`config.mk`:
```
export PLATFORM = sky130hd
export DESIGN_NAME = dsc_ram
export DESIGN_NICKNAME = d
export VERILOG_FILES = /design/src/sv/assert_macros.svh /design/src/sv/dsc_ram.sv
export SDC_FILE = /design/constraint.sdc
export NUM_CORES = 1
export LEC_CHECK = 0
export ABC_AREA = 1
export BUFFER_PORTS_ARGS = -buffer_cell sky130_fd_sc_hd__buf_4
export CELL_PAD_IN_SITES_DETAIL_PLACEMENT = 1
export CELL_PAD_IN_SITES_GLOBAL_PLACEMENT = 1
export CORE_MARGIN = 3
export CORE_UTILIZATION = 51
export CTS_CLUSTER_SIZE = 8
export DETAILED_ROUTE_END_ITERATION = 10
export PLACE_DENSITY_LB_ADDON = 0.1
export SLEW_MARGIN = 20
export SYNTH_ARGS = -nofsm -noshare
export SYNTH_HDL_FRONTEND = slang
export SYNTH_SLANG_ARGS = --single-unit
```
`constraint.sdc`:
```
create_clock -name i_clk -period 3.1 [get_ports i_clk]
set_clock_uncertainty 0.2 [all_clocks]
set_input_delay 0.62 -clock i_clk [delete_from_list [all_inputs] [get_ports i_clk]]
set_output_delay 0.62 -clock i_clk [all_outputs]
set_load 0.02 [all_outputs]
```
`src/sv/assert_macros.svh`:
```
// Assertion macros for the RTL files.
`ifndef ASSERT_MACROS_SVH
`define ASSERT_MACROS_SVH

// Checks that an implication holds at each clock edge outside reset.
`define ASSERT_IMPLIES(label, clk, rst_n, ante, cons, msg) \
    label: assert property (@(posedge clk) disable iff (!rst_n) (ante) |-> (cons)) \
        else $error(msg);

// Checks that a condition holds in the cycle after a trigger.
`define ASSERT_NEXT(label, clk, rst_n, ante, cons, msg) \
    label: assert property (@(posedge clk) disable iff (!rst_n) (ante) |=> (cons)) \
        else $error(msg);

`endif

```
`src/sv/dsc_ram.sv`:
```
// ----------------------------------------------------------------------------
// Generic single-port-write RAM
// One write port and one read port; read data is registered.
// ----------------------------------------------------------------------------
module dsc_ram #(
    parameter int WIDTH = 8,
    parameter int DEPTH = 64
) (
    input  logic                     i_clk,
    input  logic                     i_we,
    input  logic [$clog2(DEPTH)-1:0] i_waddr,
    input  logic [WIDTH-1:0]         i_wdata,
    input  logic [$clog2(DEPTH)-1:0] i_raddr,
    output logic [WIDTH-1:0]         o_rdata
);
    logic [WIDTH-1:0] r_mem [DEPTH];

    always_ff @(posedge i_clk) begin
        if (i_we) begin
            r_mem[i_waddr] <= i_wdata;
        end
        o_rdata <= r_mem[i_raddr];
    end
endmodule

```
## Yosys cells after proc, flatten, opt, wreduce, memory -nomap -nowiden

Memories as Yosys holds them, arrays and structs flattened. A register that Yosys moved wholly into a read port is not among the register bits.
Index checks and enable logic that the tools add are counted.

| storage, ports and cells | value |
|---|---|
| RAM bits | 512 |
| register bits | 0 |
| logic and storage cells | 3 |
| memories | 1 |
| output and inout bits | 8 |
| input bits | 22 |

Memories:

| memory | depth | bits a word | rd ports | clocked after Yosys merged registers in | wr ports | line | source |
|---|---|---|---|---|---|---|---|
| r_mem | 64 | 8 | 1 | 1 | 1 | dsc_ram.sv:16 | `logic [WIDTH-1:0] r_mem [DEPTH];` |

| operators by class | value |
|---|---|
| multiplexer cells | 2 |

Operators with widths:

| operator | number |
|---|---|
| 2-to-1 mux 1 bit | 2 |

## Depth between registers and ports, before layout

| logic depth | value |
|---|---|
| depth in word-level cells | 2 |
| gate-level depth with buffers | 12 |

## Worst setup path after synthesis

OpenSTA, ideal clock, no wires.

| path | value |
|---|---|
| kind | input -> register |
| start point | in i_we |
| end point | mem r_mem[48][0], enable pin |
| arrival | 1991 ps |
| slack | 514 ps |
| stages | 3 |
| library setup time | 395 ps |
| cell sequence | clkbuf_1 > nand4_1 > nor4_1 |

| on the way | value |
|---|---|
| longest elaborated chain between the ends | 2 |

Ends and longest elaborated chain:

| item | line | source |
|---|---|---|
| start, declared | dsc_ram.sv:10 | `input logic i_we,` |
| 2-to-1 mux 1 bit | dsc_ram.sv:19 | `if (i_we) begin` |
| 2-to-1 mux 1 bit (implied by the code) | dsc_ram.sv:20 | `r_mem[i_waddr] <= i_wdata;` |
| end, declared | dsc_ram.sv:16 |  |

No other way between the ends.

==> results_dict.tcl <==
set metrics [dict create \
    syn_nets 1827 \
    slowest_stage "inv_8" \
    clk_path_buf_depth 3 \
    die-area_um2 44300 \
    ys_top_cells_by_count "nand2_1, edfxtp_1, nand3_1" \
    crit_required_ns 3.42 \
    dr.pass1.iters 5 \
    ant_nets 0 \
    h-tree-depth 3 \
    crit_chain "clkbuf_8 -> inv_8 -> buf_12 -> buf_4 -> nand2_1 -> nand3_1 -> nand3_1 -> nand2_1 -> nand2_1 -> nand3_1 -> nand3_1 -> nand2_1" \
    crit_type "input port to flip-flop" \
    area_growth_syn_to_layout_pct 14.9 \
    yosysWarnings 0 \
    rr_startpoint "r_mem[51][7]" \
    p_seq_frac 0.480 \
    arrival_ns 2.53 \
    drive_above_1_share 0.112 \
    post_cts_buffers 0 \
    crit_start "i_raddr[0]" \
    fin_ws_ns 0.891 \
    timing_hold_violations_final 0 \
    grt_overflow 0 \
    cts_inserted_buffers 75 \
    synth-seq-area-share 0.728 \
    synth_top_area_cell "edfxtp_1" \
    post-route-min-period_ns 2.21 \
    synth_flop_cell "edfxtp_1" \
    hpwlAfterDp_um 36300 \
    grt_pass1_vias 15660 \
    synth_edf_count 512 \
    synth_top_area_share 0.720 \
    row_count 74 \
    synth_cells 1805 \
    syn_area_um2 21300 \
    start_util 0.519 \
    maxCapViolations 0 \
    pre_cts_slack_ns 0.371 \
    crit_cells 12 \
    hold_class "input port to flip-flop" \
    fp.dieW_um 211 \
    p_int_mw 12.7 \
    synth_area_leaders "edfxtp_1, nand2_1, nand3_1, buf_6, nor2_1" \
    cts_resized 0 \
    grt_first_pass_wirelength_um 94100 \
    tightestPinTransition_ns 0.970 \
    grt_max_degree 116 \
    period_share 0.713 \
    crit_fanout 62 \
    pin_count 30 \
    cts_tree "done" \
    synth_async_sr_flop_share 0 \
    nets 1924 \
    place_congestion 0.800 \
    coreArea_um2 41100 \
    clkLatencyLatePin_ns 0.58 \
    vdd_drop_max_mv 0.536 \
    vias 14610 \
    finalSetupViolCount 0 \
    path_clk_slew_ns 0.05 \
    portBuffers 29 \
    yosys.cell_count.top_type "nand2_1" \
    netSwitchingFraction 0.222 \
    die-height_um 211 \
    drc 0 \
    outcome "finished clean" \
    grt_usage 0.284 \
    antenna_found_initial 1 \
    slew_viol_final 0 \
    setup_tns_ns 0 \
    rsz0062_at_grt "no" \
    path_buf_inv 4 \
    start_kind "input port" \
    fmax_ghz 0.453 \
    rrSetupSlack_ns 1.46 \
    numClockSinks 520 \
    clockPowerShare 0.459 \
    cpPeakStageDelay_ns 0.31 \
    crit_end "o_rdata[4]" \
    power_switching_mw 3.61 \
    drt_iter0_markers 1149 \
    via_per_inst 5.90 \
    wl_um 62000 \
    power_leakage_nw 9.02 \
    p_comb_frac 0.061 \
    cp_top_family "buffers and inverters" \
    avgSynthCellArea_um2 11.8 \
    end_kind "flip-flop" \
    reg2regPathDepth 8 \
    relSlewSlack 0.353 \
    reg2reg_to "o_rdata[7]" \
    synth.ff_latch_count 520 \
    p_per_area_nw_per_um2 665 \
    ctsHoldBuffers 0 \
    routedWlPerCell_um 25.0 \
    cts-root-buf "clkbuf_16" \
    synth_cell_type_count 16 \
]
-- layout make-up --
cell class	instances	area, µm²
sequential	520	15500
multi-input combinational	1160	4950
timing repair buffer	133	1170
fill	4143	16600
clock buffer	117	2120
antenna	1	2.50
tap	532	666
clock inverter	2	17.5
inverter	12	55.1
-- cell families (layout without fill, tap and decap cells) --
logic type,count (synthesis),count (layout),synth area share
buffers and inverters,125,264,0.0402
AND/OR/NAND/NOR,1160,1160,0.232
other,0,1,0
flip-flops,520,520,0.728
-- stage by stage --
stage	hold WS (ns)	util	instance area (µm²)	std cells	power (mW)
floorplan	0.519	-	21300	1805	8.51
global placement	0.626	0.544	22400	2357	8.92
detailed placement	0.649	0.544	22400	2357	8.95
CTS	0.170	0.596	24500	2476	16.4
global route	0.186	0.596	24500	2476	16.8
finish	0.197	0.596	24500	2477	16.3
-- placed cells by master (no fill, tap or decap), drive strengths merged --
cell type	count
dfxtp	8
clkbuf	118
nand4	9
clkinv	1
diode	1
buf	132
nor2	56
inv	13
nand2	648
nor4	8
nand3	439
edfxtp	512
-- registers in the layout, indices dropped and copies added (netlist names) --
signal and count:
r_mem 512, o_rdata 8
-- per-layer routing --
metal	GRT usage	wire, µm
met1	0.376	25300
met2	0.477	30900
met5	0	0
met3	0.0505	3660
met4	0.102	2090
-- power groups by stage --
| stage | logic [mW] | registers, mW | clock network (mW) |
|---|---|---|---|
| final | 0.993 | 7.83 | 7.47 |
| after global routing | 1.09 | 7.82 | 7.89 |
| after CTS | 1.00 | 7.83 | 7.57 |
| after detailed placement | 0.992 | 7.96 | 0 |
| after global placement | 0.965 | 7.96 | 0 |
| after floorplan | 0.547 | 7.96 | 0 |
-- worst min-delay path by stage --
| stage | start | endpoint | cells past startpoint |
|---|---|---|---|
| final | i_raddr[5] | o_rdata[2] | 3 |
| after global routing | i_raddr[5] | o_rdata[1] | 3 |
| after CTS | i_raddr[5] | o_rdata[2] | 3 |
| after detailed placement | r_mem[26][6] | o_rdata[6] | 8 |
| after global placement | r_mem[42][0] | o_rdata[0] | 8 |
| after floorplan | i_wdata[0] | r_mem[0][0] | 0 |
-- tightest hold or removal path: stages --
cell and delay [ns]:
buf_4 0.16, nand3_1 0.10, nand2_1 0.06
(Power assumes the default switching activity.)
